File: config.mk
export PLATFORM = sky130hd
export DESIGN_NAME = multichannel_servo_slew_controller
export DESIGN_NICKNAME = d
export VERILOG_FILES = /design/src/mssc_pkg.sv /design/src/mssc_ctrl.sv /design/src/mssc_dp.sv /design/src/multichannel_servo_slew_controller.sv
export VERILOG_INCLUDE_DIRS = /design/src /design/src/src
export SDC_FILE = /design/constraint.sdc
export NUM_CORES = 2
export LEC_CHECK = 0
export BUFFER_PORTS_ARGS = -buffer_cell sky130_fd_sc_hd__buf_2
export CORE_ASPECT_RATIO = 0.5
export CORE_UTILIZATION = 28
export DETAILED_ROUTE_END_ITERATION = 8
export GPL_TIMING_DRIVEN = 0
export HOLD_SLACK_MARGIN = 0.06
export PLACE_DENSITY_LB_ADDON = 0.15
export RECOVER_POWER = 100
export SLEW_MARGIN = 20
export SYNTH_ARGS = -nofsm -noshare
export SYNTH_HDL_FRONTEND = slang
export SYNTH_SLANG_ARGS = --single-unit
File: constraint.sdc
create_clock -name clk_i -period 10.7 [get_ports clk_i]
set_input_delay 1.07 -clock clk_i [delete_from_list [all_inputs] [get_ports clk_i]]
set_output_delay 1.07 -clock clk_i [all_outputs]
set_load 0.005 [all_outputs]
File: src/multichannel_servo_slew_controller_defines.svh
// Assertion macros shared by the servo slew controller modules.
`ifndef MULTICHANNEL_SERVO_SLEW_CONTROLLER_DEFINES_SVH
`define MULTICHANNEL_SERVO_SLEW_CONTROLLER_DEFINES_SVH
// Implication checked on every rising clock edge outside reset.
`define MSSC_ASSERT_IMP(label, clk, rst_n, ante, cons, msg) \
  label: assert property (@(posedge clk) disable iff (!rst_n) (ante) |-> (cons)) \
    else $error(msg);
// Next-cycle implication checked outside reset.
`define MSSC_ASSERT_NEXT(label, clk, rst_n, ante, cons, msg) \
  label: assert property (@(posedge clk) disable iff (!rst_n) (ante) |=> (cons)) \
    else $error(msg);
`endif

File: src/mssc_pkg.sv
// Package with types and constants of the servo slew controller.
`default_nettype none
package mssc_pkg;
  localparam int unsigned Channels = 12;
  localparam int unsigned ChW = 4;
  localparam logic [7:0] AngleFull = 8'd180;
  localparam logic [11:0] PulseMinReset = 12'd102;
  localparam logic [11:0] PulseMaxReset = 12'd512;
  localparam logic [0:0] RegPulseMin = 1'b0;
  // Reciprocal of 180 scaled by 2 to the 28th, exact for 20-bit products.
  localparam logic [20:0] PulseRecip = 21'd1491309;

  typedef enum logic [2:0] {
    CmdSetRamp = 3'd0, CmdSetNow = 3'd1, CmdTick = 3'd2, CmdStop = 3'd3,
    CmdHome = 3'd4, CmdCal = 3'd5, CmdCfg = 3'd6, CmdStatus = 3'd7
  } cmd_e;

  typedef enum logic [2:0] {
    StIdle, StRead, StMul, StDiv, StEmit
  } state_e;

  typedef struct packed {
    logic load;
    logic rd;
    logic mul;
    logic div;
    logic emit;
    logic next;
  } ctrl_t;

  typedef struct packed {
    logic bulk;
    logic last_ch;
  } stat_t;
endpackage
`default_nettype wire

File: src/mssc_ctrl.sv
// Controller state machine that sequences the servo datapath.
`default_nettype none
`include "multichannel_servo_slew_controller_defines.svh"
module mssc_ctrl import mssc_pkg::*; (
  input  wire logic  clk_i,
  input  wire logic  rst_ni,
  input  wire logic  start_i,
  input  wire stat_t stat_i,
  output ctrl_t      ctrl_o,
  output logic       busy_o
);
  state_e state_q, state_d;

  always_ff @(posedge clk_i or negedge rst_ni) begin
    if (!rst_ni) begin
      state_q <= StIdle;
    end else begin
      state_q <= state_d;
    end
  end

  always_comb begin
    state_d = state_q;
    case (state_q)
      StIdle: if (start_i) state_d = StRead;
      StRead: state_d = StMul;
      StMul: state_d = StDiv;
      StDiv: state_d = StEmit;
      StEmit: state_d = (stat_i.bulk && !stat_i.last_ch) ? StRead : StIdle;
      default: state_d = StIdle;
    endcase
  end

  always_comb begin
    ctrl_o = '0;
    ctrl_o.load = (state_q == StIdle) && start_i;
    case (state_q)
      StRead: ctrl_o.rd = 1'b1;
      StMul: ctrl_o.mul = 1'b1;
      StDiv: ctrl_o.div = 1'b1;
      StEmit: begin
        ctrl_o.emit = 1'b1;
        ctrl_o.next = 1'b1;
      end
      default: ctrl_o.rd = 1'b0;
    endcase
  end

  assign busy_o = (state_q != StIdle);

  `MSSC_ASSERT_NEXT(a_read_to_mul, clk_i, rst_ni, state_q == StRead, state_q == StMul,
    "read must be followed by multiply")
  `MSSC_ASSERT_IMP(a_load_idle, clk_i, rst_ni, ctrl_o.load, !busy_o,
    "load only while idle")
  `MSSC_ASSERT_NEXT(a_emit_leave, clk_i, rst_ni, state_q == StEmit && !stat_i.bulk,
    state_q == StIdle, "single result must end the command")
endmodule
`default_nettype wire

File: src/mssc_dp.sv
// Datapath with channel state, update logic and pulse mapping.
`default_nettype none
`include "multichannel_servo_slew_controller_defines.svh"
module mssc_dp import mssc_pkg::*; (
  input  wire logic        clk_i,
  input  wire logic        rst_ni,
  input  wire ctrl_t       ctrl_i,
  output stat_t            stat_o,
  input  wire logic        cfg_we_i,
  input  wire logic        cfg_idx_i,
  input  wire logic [11:0] cfg_data_i,
  input  wire logic [2:0]  command_i,
  input  wire logic [3:0]  channel_i,
  input  wire logic [7:0]  angle_i,
  input  wire logic [7:0]  step_size_i,
  input  wire logic [7:0]  min_angle_i,
  input  wire logic [7:0]  max_angle_i,
  input  wire logic [7:0]  home_angle_i,
  input  wire logic [3:0]  field_mask_i,
  input  wire logic        enable_i,
  input  wire logic        enable_present_i,
  output logic             valid_o,
  output logic [3:0]       out_channel_o,
  output logic [7:0]       current_angle_o,
  output logic [7:0]       target_angle_o,
  output logic             moving_o,
  output logic             enabled_o,
  output logic [11:0]      pulse_count_o,
  output logic             pulse_write_o,
  output logic             status_o,
  output logic             last_o
);
  logic [11:0] pmin_q, pmax_q;
  logic [7:0] cur_q [Channels];
  logic [7:0] tgt_q [Channels];
  logic [7:0] home_q [Channels];
  logic [7:0] lo_q [Channels];
  logic [7:0] hi_q [Channels];
  logic [7:0] stp_q [Channels];
  logic [Channels-1:0] mov_q, en_q;

  cmd_e cmd_q;
  logic [3:0] ch_q, idx_q;
  logic [7:0] ang_q, stps_q, mina_q, maxa_q, homea_q;
  logic [3:0] mask_q;
  logic en_in_q, enp_q;
  logic bulk;
  logic bad_ch, bad_ang;
  logic [7:0] c, t, lo, hi, s1, clamp, a_sel, new_cur;
  logic m, e, w;
  logic [7:0] r_cur_q, r_tgt_q;
  logic r_mov_q, r_en_q, r_w_q, r_st_q, r_bad_q;
  logic [19:0] prod_q;
  logic neg_q;
  logic signed [12:0] span;
  logic [11:0] span_abs;
  logic [39:0] recip;
  logic [11:0] quo;
  logic [7:0] ang_r;
  logic [11:0] pulse_q;
  logic [3:0] sel;

  function automatic logic [7:0] sat(input logic [7:0] v);
    sat = (v > AngleFull) ? AngleFull : v;
  endfunction

  assign bulk = (cmd_q == CmdTick) || (cmd_q == CmdStop) || (cmd_q == CmdHome)
             || (cmd_q == CmdStatus);
  assign sel = bulk ? idx_q : ch_q;
  assign bad_ch = !bulk && (ch_q >= 4'(Channels));
  assign bad_ang = (cmd_q == CmdSetRamp || cmd_q == CmdSetNow) && (ang_q > AngleFull);
  assign stat_o.bulk = bulk;
  assign stat_o.last_ch = (idx_q == 4'(Channels - 1));

  always_comb begin
    c = cur_q[sel[3:0] < 4'(Channels) ? sel : '0];
    t = tgt_q[sel[3:0] < 4'(Channels) ? sel : '0];
    lo = lo_q[sel[3:0] < 4'(Channels) ? sel : '0];
    hi = hi_q[sel[3:0] < 4'(Channels) ? sel : '0];
    s1 = stp_q[sel[3:0] < 4'(Channels) ? sel : '0];
    m = mov_q[sel[3:0] < 4'(Channels) ? sel : '0];
    e = en_q[sel[3:0] < 4'(Channels) ? sel : '0];
    if (s1 == 8'd0) s1 = 8'd1;
    a_sel = (cmd_q == CmdHome) ? home_q[sel[3:0] < 4'(Channels) ? sel : '0] : ang_q;
    clamp = (a_sel < lo) ? lo : ((a_sel > hi) ? hi : a_sel);
    if (c < t) new_cur = (9'(c) + 9'(s1) > 9'(t)) ? t : c + s1;
    else new_cur = (9'(c) < 9'(t) + 9'(s1)) ? t : c - s1;
    w = 1'b0;
  end

  always_ff @(posedge clk_i or negedge rst_ni) begin
    if (!rst_ni) begin
      pmin_q <= PulseMinReset;
      pmax_q <= PulseMaxReset;
      for (int i = 0; i < Channels; i++) begin
        cur_q[i] <= 8'd90;
        tgt_q[i] <= 8'd90;
        home_q[i] <= 8'd90;
        lo_q[i] <= (i == 5 || i == 6) ? 8'd30 : 8'd0;
        hi_q[i] <= (i == 5 || i == 6) ? 8'd150 : AngleFull;
        stp_q[i] <= (i == 5 || i == 6) ? 8'd1 : 8'd2;
      end
      mov_q <= '0;
      en_q <= '1;
      idx_q <= '0;
      cmd_q <= CmdStatus;
      valid_o <= 1'b0;
      r_cur_q <= '0; r_tgt_q <= '0; r_mov_q <= 1'b0; r_en_q <= 1'b0;
      r_w_q <= 1'b0; r_st_q <= 1'b0; r_bad_q <= 1'b0;
    end else begin
      valid_o <= ctrl_i.emit;
      if (cfg_we_i) begin
        if (cfg_idx_i == RegPulseMin) pmin_q <= cfg_data_i;
        else pmax_q <= cfg_data_i;
      end
      if (ctrl_i.load) begin
        cmd_q <= cmd_e'(command_i);
        idx_q <= '0;
      end
      if (ctrl_i.next) idx_q <= idx_q + 4'd1;
      if (ctrl_i.rd) begin
        r_cur_q <= c; r_tgt_q <= t; r_mov_q <= m; r_en_q <= e;
        r_w_q <= 1'b0; r_st_q <= 1'b0; r_bad_q <= bad_ch;
        if (bad_ch) begin
          r_st_q <= 1'b1;
        end else begin
          case (cmd_q)
            CmdTick: if (m && e && c != t) begin
              cur_q[sel] <= new_cur; r_cur_q <= new_cur; r_w_q <= 1'b1;
              if (new_cur == t) begin
                mov_q[sel] <= 1'b0; r_mov_q <= 1'b0;
              end
            end
            CmdStop: begin
              mov_q[sel] <= 1'b0; r_mov_q <= 1'b0;
              tgt_q[sel] <= c; r_tgt_q <= c;
            end
            CmdHome: if (e) begin
              tgt_q[sel] <= clamp; r_tgt_q <= clamp;
              mov_q[sel] <= (c != clamp); r_mov_q <= (c != clamp);
            end
            CmdSetRamp, CmdSetNow: begin
              if (bad_ang) r_st_q <= 1'b1;
              else begin
                if (mask_q[3]) stp_q[sel] <= stps_q;
                if (e && cmd_q == CmdSetRamp) begin
                  tgt_q[sel] <= clamp; r_tgt_q <= clamp;
                  mov_q[sel] <= (c != clamp); r_mov_q <= (c != clamp);
                end else if (e) begin
                  cur_q[sel] <= clamp; tgt_q[sel] <= clamp; mov_q[sel] <= 1'b0;
                  r_cur_q <= clamp; r_tgt_q <= clamp; r_mov_q <= 1'b0;
                  r_w_q <= 1'b1;
                end
              end
            end
            CmdCal: begin
              if (mask_q[0]) lo_q[sel] <= sat(mina_q);
              if (mask_q[1]) hi_q[sel] <= sat(maxa_q);
              if (mask_q[2]) home_q[sel] <= sat(homea_q);
              if (mask_q[3]) stp_q[sel] <= stps_q;
            end
            CmdCfg: begin
              if (enp_q) begin
                en_q[sel] <= en_in_q; r_en_q <= en_in_q;
              end
              if (mask_q[3]) stp_q[sel] <= stps_q;
            end
            default: r_w_q <= w;
          endcase
        end
      end
    end
  end

  always_ff @(posedge clk_i) begin
    if (ctrl_i.load) begin
      ch_q <= channel_i; ang_q <= angle_i; stps_q <= step_size_i;
      mina_q <= min_angle_i; maxa_q <= max_angle_i; homea_q <= home_angle_i;
      mask_q <= field_mask_i; en_in_q <= enable_i; enp_q <= enable_present_i;
    end
    if (ctrl_i.mul) begin
      prod_q <= 20'(r_cur_q) * 20'(span_abs);
      neg_q <= span[12];
    end
    if (ctrl_i.div) pulse_q <= neg_q ? pmin_q - quo : pmin_q + quo;
    if (ctrl_i.emit) begin
      out_channel_o <= sel;
      current_angle_o <= r_bad_q ? 8'd0 : r_cur_q;
      target_angle_o <= r_bad_q ? 8'd0 : r_tgt_q;
      moving_o <= r_bad_q ? 1'b0 : r_mov_q;
      enabled_o <= r_bad_q ? 1'b0 : r_en_q;
      pulse_count_o <= r_bad_q ? 12'd0 : pulse_q;
      pulse_write_o <= r_bad_q ? 1'b0 : r_w_q;
      status_o <= r_st_q;
      last_o <= !bulk || (idx_q == 4'(Channels - 1));
    end
  end

  assign span = $signed({1'b0, pmax_q}) - $signed({1'b0, pmin_q});
  assign span_abs = span[12] ? 12'(-span) : span[11:0];
  assign ang_r = r_cur_q;
  assign recip = 40'(prod_q) * 40'(PulseRecip);
  assign quo = recip[39:28];

  `MSSC_ASSERT_IMP(a_emit_follows_div, clk_i, rst_ni, ctrl_i.emit,
    $past(ctrl_i.div), "emit without preceding divide step")
  `MSSC_ASSERT_IMP(a_idx_range, clk_i, rst_ni, ctrl_i.rd && bulk,
    idx_q < 4'(Channels), "channel walk past last channel")
  `MSSC_ASSERT_IMP(a_angle_range, clk_i, rst_ni, valid_o && !status_o,
    current_angle_o <= AngleFull && ang_r <= AngleFull, "angle out of range")
endmodule
`default_nettype wire

File: src/multichannel_servo_slew_controller.sv
// Top level of the multichannel servo slew controller.
`default_nettype none
// Usage: a command word is taken when start is high and busy low; its
// fields are sampled then. Configuration writes (cfg_we_i, cfg_idx_i,
// cfg_data_i) set the pulse range; the user must make them only while
// busy is low, and the block itself does not enforce this. Each result
// word is shown for one cycle with result_valid_o high; the receiver
// cannot stall, so words are never held. Single-channel commands give one
// word. Tick, stop, home and status walk all twelve channels, one word
// each. Every channel passes through the read, multiply, divide and
// output steps in turn. After reset every channel sits at 90 degrees,
// enabled and still, with default limits and a pulse range of 102 to 512.
// The last word of each command carries last_o.
module multichannel_servo_slew_controller import mssc_pkg::*; (
  input  wire logic        clk_i,
  input  wire logic        rst_ni,
  input  wire logic        start,
  output logic             busy,
  input  wire logic        cfg_we_i,
  input  wire logic        cfg_idx_i,
  input  wire logic [11:0] cfg_data_i,
  input  wire logic [2:0]  command_i,
  input  wire logic [3:0]  channel_i,
  input  wire logic [7:0]  angle_i,
  input  wire logic [7:0]  step_size_i,
  input  wire logic [7:0]  min_angle_i,
  input  wire logic [7:0]  max_angle_i,
  input  wire logic [7:0]  home_angle_i,
  input  wire logic [3:0]  field_mask_i,
  input  wire logic        enable_i,
  input  wire logic        enable_present_i,
  output logic             result_valid_o,
  output logic [3:0]       out_channel_o,
  output logic [7:0]       current_angle_o,
  output logic [7:0]       target_angle_o,
  output logic             moving_o,
  output logic             enabled_o,
  output logic [11:0]      pulse_count_o,
  output logic             pulse_write_o,
  output logic             status_o,
  output logic             last_o
);
  ctrl_t ctrl;
  stat_t stat;

  mssc_ctrl u_ctrl (
    .clk_i, .rst_ni, .start_i(start), .stat_i(stat), .ctrl_o(ctrl), .busy_o(busy)
  );

  mssc_dp u_dp (
    .clk_i, .rst_ni, .ctrl_i(ctrl), .stat_o(stat), .cfg_we_i, .cfg_idx_i, .cfg_data_i,
    .command_i, .channel_i, .angle_i, .step_size_i, .min_angle_i, .max_angle_i,
    .home_angle_i, .field_mask_i, .enable_i, .enable_present_i,
    .valid_o(result_valid_o), .out_channel_o, .current_angle_o, .target_angle_o,
    .moving_o, .enabled_o, .pulse_count_o, .pulse_write_o, .status_o, .last_o
  );
endmodule
`default_nettype wire
* Yosys cells after proc, flatten, opt, wreduce, memory -nomap -nowiden
Index checks and enable logic that the tools add are counted.
** Operators by class
- Bitwise operators :: 6
- Multipliers :: 2
- Equality and inequality tests :: 23
- Reductions and logical operators :: 37
- Magnitude comparators :: 17
- Add/sub/neg operators :: 9
- Mux-type cells :: 109
** Operators by type and width (number)
- $mux W96 :: 9
- $bwmux W96 :: 8
- $pmux W96 S2 :: 2
- $pmux W96 S3 :: 1
- $mux W8 :: 32
- $bmux W8 S4 :: 6
- $mux W12 :: 8
- $pmux W12 S4 :: 1
- $mul A20 B21 Y40 const B :: 1
- $demux W8 S4 :: 1
- $gt A8 B8 Y1 const B :: 4
- $mux W1 :: 25
- $bwmux W12 :: 2
- $pmux W8 S3 :: 1
- $reduce_and A4 Y1 :: 6
- $mul A8 B12 Y20 :: 1
- $add A8 B8 Y9 :: 2
- $lt A8 B8 Y1 :: 2
- $mux W4 :: 4
- $ne A8 B8 Y1 :: 2
- $pmux W8 S2 :: 1
- $eq A3 B3 Y1 const B :: 5
- $pmux W3 S5 :: 1
- $sub A12 B12 Y13 :: 1
- 44 further kinds :: 77
** Word-level totals
- Output and inout port bits :: 39
- Flip-flop bits (word level) :: 776

* Logic depth before layout (Yosys ltp)
- Depth after elaboration :: 22
- Gate-level depth with buffers :: 46
- Gate-level depth less buffers :: 40

* Hierarchy
Synthesis repeated with hierarchy kept, for this count alone.
** Second synthesis, totals
- Cells, all modules :: 5020
- Area, all modules :: 50234.4 um^2
** Modules (own cells, without submodules)
- mssc_dp :: times used 1, cells an instance 5001, area each 50035.5 um^2
- mssc_ctrl :: times used 1, cells an instance 19, area each 198.9 um^2

* Worst setup path after synthesis
No wires, ideal clock.
- Path type :: register to register
- Start point :: reg u_dp.prod_q[12]
- End point :: reg u_dp.pulse_q[11], data pin
- Arrival time :: 8.039 ns
- Cell stages (with the launch flop) :: 36
- Setup slack :: 2.401 ns
- Setup time :: 0.260 ns
- Cells stage by stage :: edfxtp_1 -> ha_1 -> fa_1 -> inv_1 -> fa_1 -> inv_1 -> fa_1 -> fa_1 -> fa_1 -> inv_1 -> fa_1 -> inv_1 -> ha_1 -> nand3_1 -> nor4_1 -> o2111ai_1 -> a31oi_1 -> nor2_1 -> o21ai_0 -> a21oi_1 -> xnor2_1 -> or3_1 -> o211a_1 -> a221oi_1 -> o21ai_0 -> xnor2_1 -> ha_1 -> a21boi_0 -> o21ai_0 -> a21oi_1 -> o21ai_0 -> nand2b_1 -> a21oi_1 -> xnor2_1 -> xnor2_1 -> xnor2_1
** On the way
- Longest elaborated chain between the ends :: 3
- Elaborated cells on any way between the ends :: 4
- Those cells by class :: add/sub (2); mul (1); mux (1)
** Ends and longest elaborated chain
- from (decl) :: RTL line mssc_dp.sv:53 : logic [19:0] prod_q;
- from (signal assigned) :: RTL line mssc_dp.sv:182 : prod_q <= 20'(r_cur_q) * 20'(span_abs);
- $mul A20 B21 Y40 (*) :: RTL line mssc_dp.sv:202 : assign recip = 40'(prod_q) * 40'(PulseRecip);
- $add A12 B12 Y12 or $sub A12 B12 Y12 (tied branches) :: RTL line mssc_dp.sv:185 : if (ctrl_i.div) pulse_q <= neg_q ? pmin_q - quo : pmin_q + quo;
- $mux W12 (*) :: RTL line mssc_dp.sv:185
- to (signal assigned) :: RTL line mssc_dp.sv:185
- to (decl) :: RTL line mssc_dp.sv:60 : logic [11:0] pulse_q;
Mark *: on every way between the ends. The rest lies on a longest branch, timed or not.
A chain may end at the register's enable or synchronous reset.

* Worst setup path in the final report
- Start point :: reg u_dp.cmd_q[2]
- End point :: reg u_dp.mov_q[9]
** On the way
- Longest elaborated chain between the ends :: 20
- Elaborated cells on any way between the ends :: 86
- Those cells by class :: add/sub (4); order compare (8); eq/ne (13); mux (41); bitwise (4); reduce/logical (16)
** Ends and longest elaborated chain
- from (decl) :: RTL line mssc_dp.sv:42 : cmd_e cmd_q;
- from (signal assigned) :: RTL line mssc_dp.sv:106 : cmd_q <= CmdStatus;
- from (signal assigned) :: RTL line mssc_dp.sv:117 : cmd_q <= cmd_e'(command_i);
- $eq A3 B2 Y1 :: RTL line mssc_dp.sv:67, mssc_dp.sv:127
- $logic_or A1 B1 Y1 (2 in a row) :: RTL line mssc_dp.sv:67 : assign bulk = (cmd_q == CmdTick) || (cmd_q == CmdStop) || (cmd_q == CmdHome)
- $logic_or A1 B1 Y1 :: RTL line mssc_dp.sv:68 : || (cmd_q == CmdStatus);
- $mux W4 :: RTL line mssc_dp.sv:69 : assign sel = bulk ? idx_q : ch_q;
- $lt A4 B4 Y1
- $mux W4
- $not A4 Y5
- $bmux W8 S4 (on tied branches) :: RTL line mssc_dp.sv:80, mssc_dp.sv:84
- [... 3 more ...]
- $mux W8 or $gt A8 B8 Y1 (tied branches) :: RTL line mssc_dp.sv:83, mssc_dp.sv:85
- $add A8 B8 Y9 (tied with other cells) :: RTL line mssc_dp.sv:87 : else new_cur = (9'(c) < 9'(t) + 9'(s1)) ? t : c - s1;
- $lt A8 B9 Y1 (tied with other cells) :: RTL line mssc_dp.sv:87
- $mux W8 (tied with other cells) :: RTL line mssc_dp.sv:87
- $mux W8 or $bwmux W12 (tied branches) :: RTL line mssc_dp.sv:86, mssc_dp.sv:140, mssc_dp.sv:148
- $eq A8 B8 Y1 or $mux W12 (tied branches) :: RTL line mssc_dp.sv:130, mssc_dp.sv:146
- $ne A2 B2 Y1 (no source line) or $mux W12 (tied branches)
- $reduce_and A8 Y1 (no source line) or $pmux W12 S4 (tied branches)
- to (signal, indexed assignment) :: RTL line mssc_dp.sv:140 : mov_q[sel] <= (c != clamp); r_mov_q <= (c != clamp);
- to (signal, indexed assignment) :: RTL line mssc_dp.sv:148 : mov_q[sel] <= (c != clamp); r_mov_q <= (c != clamp);
- to (decl) :: RTL line mssc_dp.sv:40 : logic [Channels-1:0] mov_q, en_q;
Several ways; a longest one is shown, not always the timed one. The select of a mux whose other input is x is not followed.

==> impl_metrics.tcl <==
set metrics [dict create \
    detail_route.wl_per_cell_um 25.80 \
    numClockSinks 776 \
    synth_flop_cell "dfrtp_1" \
    cp_slowest_cell "o311ai_2" \
    io_buffers 108 \
    initial_core_util_pct 28.29 \
    cts_buffer_depth 3 \
    cts-root-buf "clkbuf_16" \
    drcViolationCount 0 \
    max_cap_violations 12 \
    worst_r2r_path_depth 33 \
    crit_type "flip-flop to flip-flop" \
    overflow 0 \
    cts_resized 5 \
    yosysMostFrequentCell "nand2_1" \
    busiest_layer "met2" \
    max_stage_delay_ns 0.89 \
    rsz0062_at_grt "false" \
    drt_pass1_iterations 6 \
    violations "capacitance limit, slew limit" \
    ys_top_cells_by_area "dfrtp_1 (22%), dfstp_2 (13%), ha_1 (8.0%)" \
    crit_fanout 10 \
    clk_pin_slew_worst_paths_ns 0.07 \
    htree_levels 3 \
    min_path_cells 0 \
    num_io_pins 109 \
    nFillCells 17650 \
    synth_cell_types 102 \
    use_met1_pct 31.10 \
    synth_edf_count 120 \
    yosysWarnings 0 \
    hp-class "flip-flop to flip-flop" \
    clock.fmax_ghz 0.09481 \
    nNetsFinal 5716 \
    ys_seq_area_share_pct 42.06 \
    setup_ws_ns 0.1530 \
    hold_violations 0 \
    path_common_cell "nor2_1" \
    timing.rr.end "u_dp.mov_q[9]$_DFFE_PN0P_" \
    fin_skew_ns 0.09981 \
    ant_nets 0 \
    coreArea_um2 170700 \
    min_period_over_period_pct 98.57 \
    ys_ff_latch 776 \
    synth_top_area_share_pct 21.97 \
    max_slew.worst_pin.slew_ns 5.094 \
    rr_startpoint "u_dp.cmd_q[2]$_DFFE_PN1P_" \
    grt_max_degree 97 \
    min_period_ns 10.55 \
    synthArstFlopShare_pct 84.54 \
    die_w_um 589.3 \
    cp.required_ns 11.28 \
    synth_area_um2 48280 \
    grt_antenna_before_repair 12 \
    num_rows 107 \
    grt_use_met3_pct 4.436 \
    whs_endpoint "u_dp.status_o$_DFFE_PP_" \
    cp-end-kind "flip-flop" \
    viasPerCell 5.240 \
    drtIter0Drc 3958 \
    min-delay-start "u_dp.r_st_q$_DFFE_PN0N_" \
    setup_viol_count_final 0 \
    worst-r2r-setup-slack_ns 0.15 \
    syn_area_per_cell_um2 9.772 \
    cts_buffers 83 \
    chipHeight_um 295.6 \
    dieArea_um2 174200 \
    cts_tree "yes" \
    place_ws_ns -0.7495 \
    finalMaxSlewViolations 432 \
    synth_common_cells "nand2_1 (843), o21ai_0 (437), dfrtp_1 (424)" \
    gp_congestion 0.9306 \
    arrival_ns 11.12 \
    grtUsageTotal_pct 22.12 \
    syn_inst 4941 \
    wirelength_um 194000 \
    synth_top_area_cell "dfrtp_1" \
    final.setup.tns_ns 0 \
    grt_pass1_wl_um 280900 \
    drive_above_1_share_pct 15.35 \
    dp_hpwl_um 144900 \
    relSlewSlack_pct -239.6 \
    vias 39410 \
    postCtsSetupRepairBufs 0 \
    grt_pass1_vias 39520 \
    syn-num-nets 5502 \
    status "finished, violations left" \
    holdWs_ns 0.4551 \
    clk_latency_ns 0.74 \
    syn_to_final_growth_pct 13.71 \
    cts_hold_buffers 0 \
    cp-start-kind "flip-flop" \
    grtUsageMet2_pct 34.02 \
]
layout make-up:
type / count / area [um2] / area share, %
diodes: 6 / 15.01 / 0.02735
plain buffers: 261 / 1225 / 2.231
clock buffers: 128 / 2449 / 4.460
clock inverters: 28 / 406.6 / 0.7406
inverters: 375 / 1410 / 2.568
multi-input cells: 3522 / 25470 / 46.40
flip-flops and latches: 776 / 20310 / 36.99
well taps: 2289 / 2864 / 5.216
repair buffers: 136 / 750.7 / 1.367
worst max-delay path: cells and delay by family, from the launching register on:
family / cells / cell delay (ns)
simple gates: 15 / 3.50
buf+inv: 10 / 3.39
compound gates: 3 / 1.51
fa+ha+maj: 2 / 0.72
xor+xnor: 2 / 0.56
flops: 1 / 0.52
mux: 1 / 0.17
cell families after synthesis:
family	count (synthesis)	share of synthesized area, %
multiplexers	284	6.401
buffers and inverters	643	5.517
adder cells (fa/ha/maj)	491	15.58
flip-flops	776	42.06
AND/OR/NAND/NOR	1505	13.72
XOR/XNOR	91	1.666
AO/OA/AOI/OAI	1151	15.05
worst max-delay path by stage:
stage,startpoint,cells past startpoint,to,slack [ns]
2_1_floorplan,u_dp.prod_q[12]$_DFFE_PP_,35,u_dp.pulse_q[11]$_DFFE_PP_,2.40
3_3_place_gp,rst_ni,1,u_dp.lo_q[53]$_DFFE_PN0P_,-5.88
3_5_place_dp,u_dp.cmd_q[2]$_DFFE_PN1P_,39,u_dp.mov_q[9]$_DFFE_PN0P_,-0.75
4_1_cts,u_dp.cmd_q[2]$_DFFE_PN1P_,36,u_dp.cur_q[23]$_DFFE_PN0P_,0.09
5_1_grt,u_dp.prod_q[15]$_DFFE_PP_,33,u_dp.pulse_q[11]$_DFFE_PP_,0.02
6_report,u_dp.cmd_q[2]$_DFFE_PN1P_,33,u_dp.mov_q[9]$_DFFE_PN0P_,0.15
layout by cell type, fill, tap and decap left out, types with 107 or more instances in the layout:
master / Yosys / layout
ha_1: 307 / 307
mux2_2: 185 / 181
clkbuf_1: 161 / 224
o21ai_0: 437 / 436
edfxtp_1: 120 / 120
nand2_1: 843 / 844
inv_1: 367 / 367
buf_2: 60 / 136
a21oi_1: 251 / 248
dfrtp_1: 424 / 424
fa_1: 184 / 184
dfstp_2: 232 / 231
nor2_1: 250 / 249
nand3_1: 109 / 107
sequential cells by signal (all words and copies together), names as in the netlist, 8 cells and up:
name                  count
u_dp.stp_q               96
u_dp.maxa_q               8
u_dp.stps_q               8
u_dp.lo_q                96
u_dp.tgt_q               96
u_dp.mina_q               8
u_dp.home_q              96
u_dp.mov_q               12
u_dp.pulse_q             12
u_dp.pmax_q              12
u_dp.target_angle_o       8
u_dp.r_tgt_q              8
u_dp.current_angle_o      8
u_dp.ang_r                8
u_dp.ang_q                8
u_dp.cur_q               96
u_dp.hi_q                96
u_dp.en_q                12
u_dp.pulse_count_o       12
u_dp.homea_q              8
u_dp.prod_q              20
u_dp.pmin_q              12
stage by stage:
stage | area [um2] | utilization (%) | cells
floorplan | 48280 | - | 4941
global placement | 51690 | 30.28 | 7338
detailed placement | 52320 | 30.65 | 7365
CTS | 55190 | 32.33 | 7518
global route | 54890 | 32.16 | 7516
finish | 54900 | 32.16 | 7521
metal layers:
| layer | routed length [um] | vias to the layer above |
|---|---|---|
| met2 | 84080 | 1472 |
| met3 | 14080 | 320 |
| li1 | - | 17530 |
| met5 | 70 | - |
| met4 | 6428 | 10 |
| met1 | 89350 | 20080 |
Power is not shown: default switching activity piles up to over one toggle a cycle in this logic, so the estimate is an artifact.
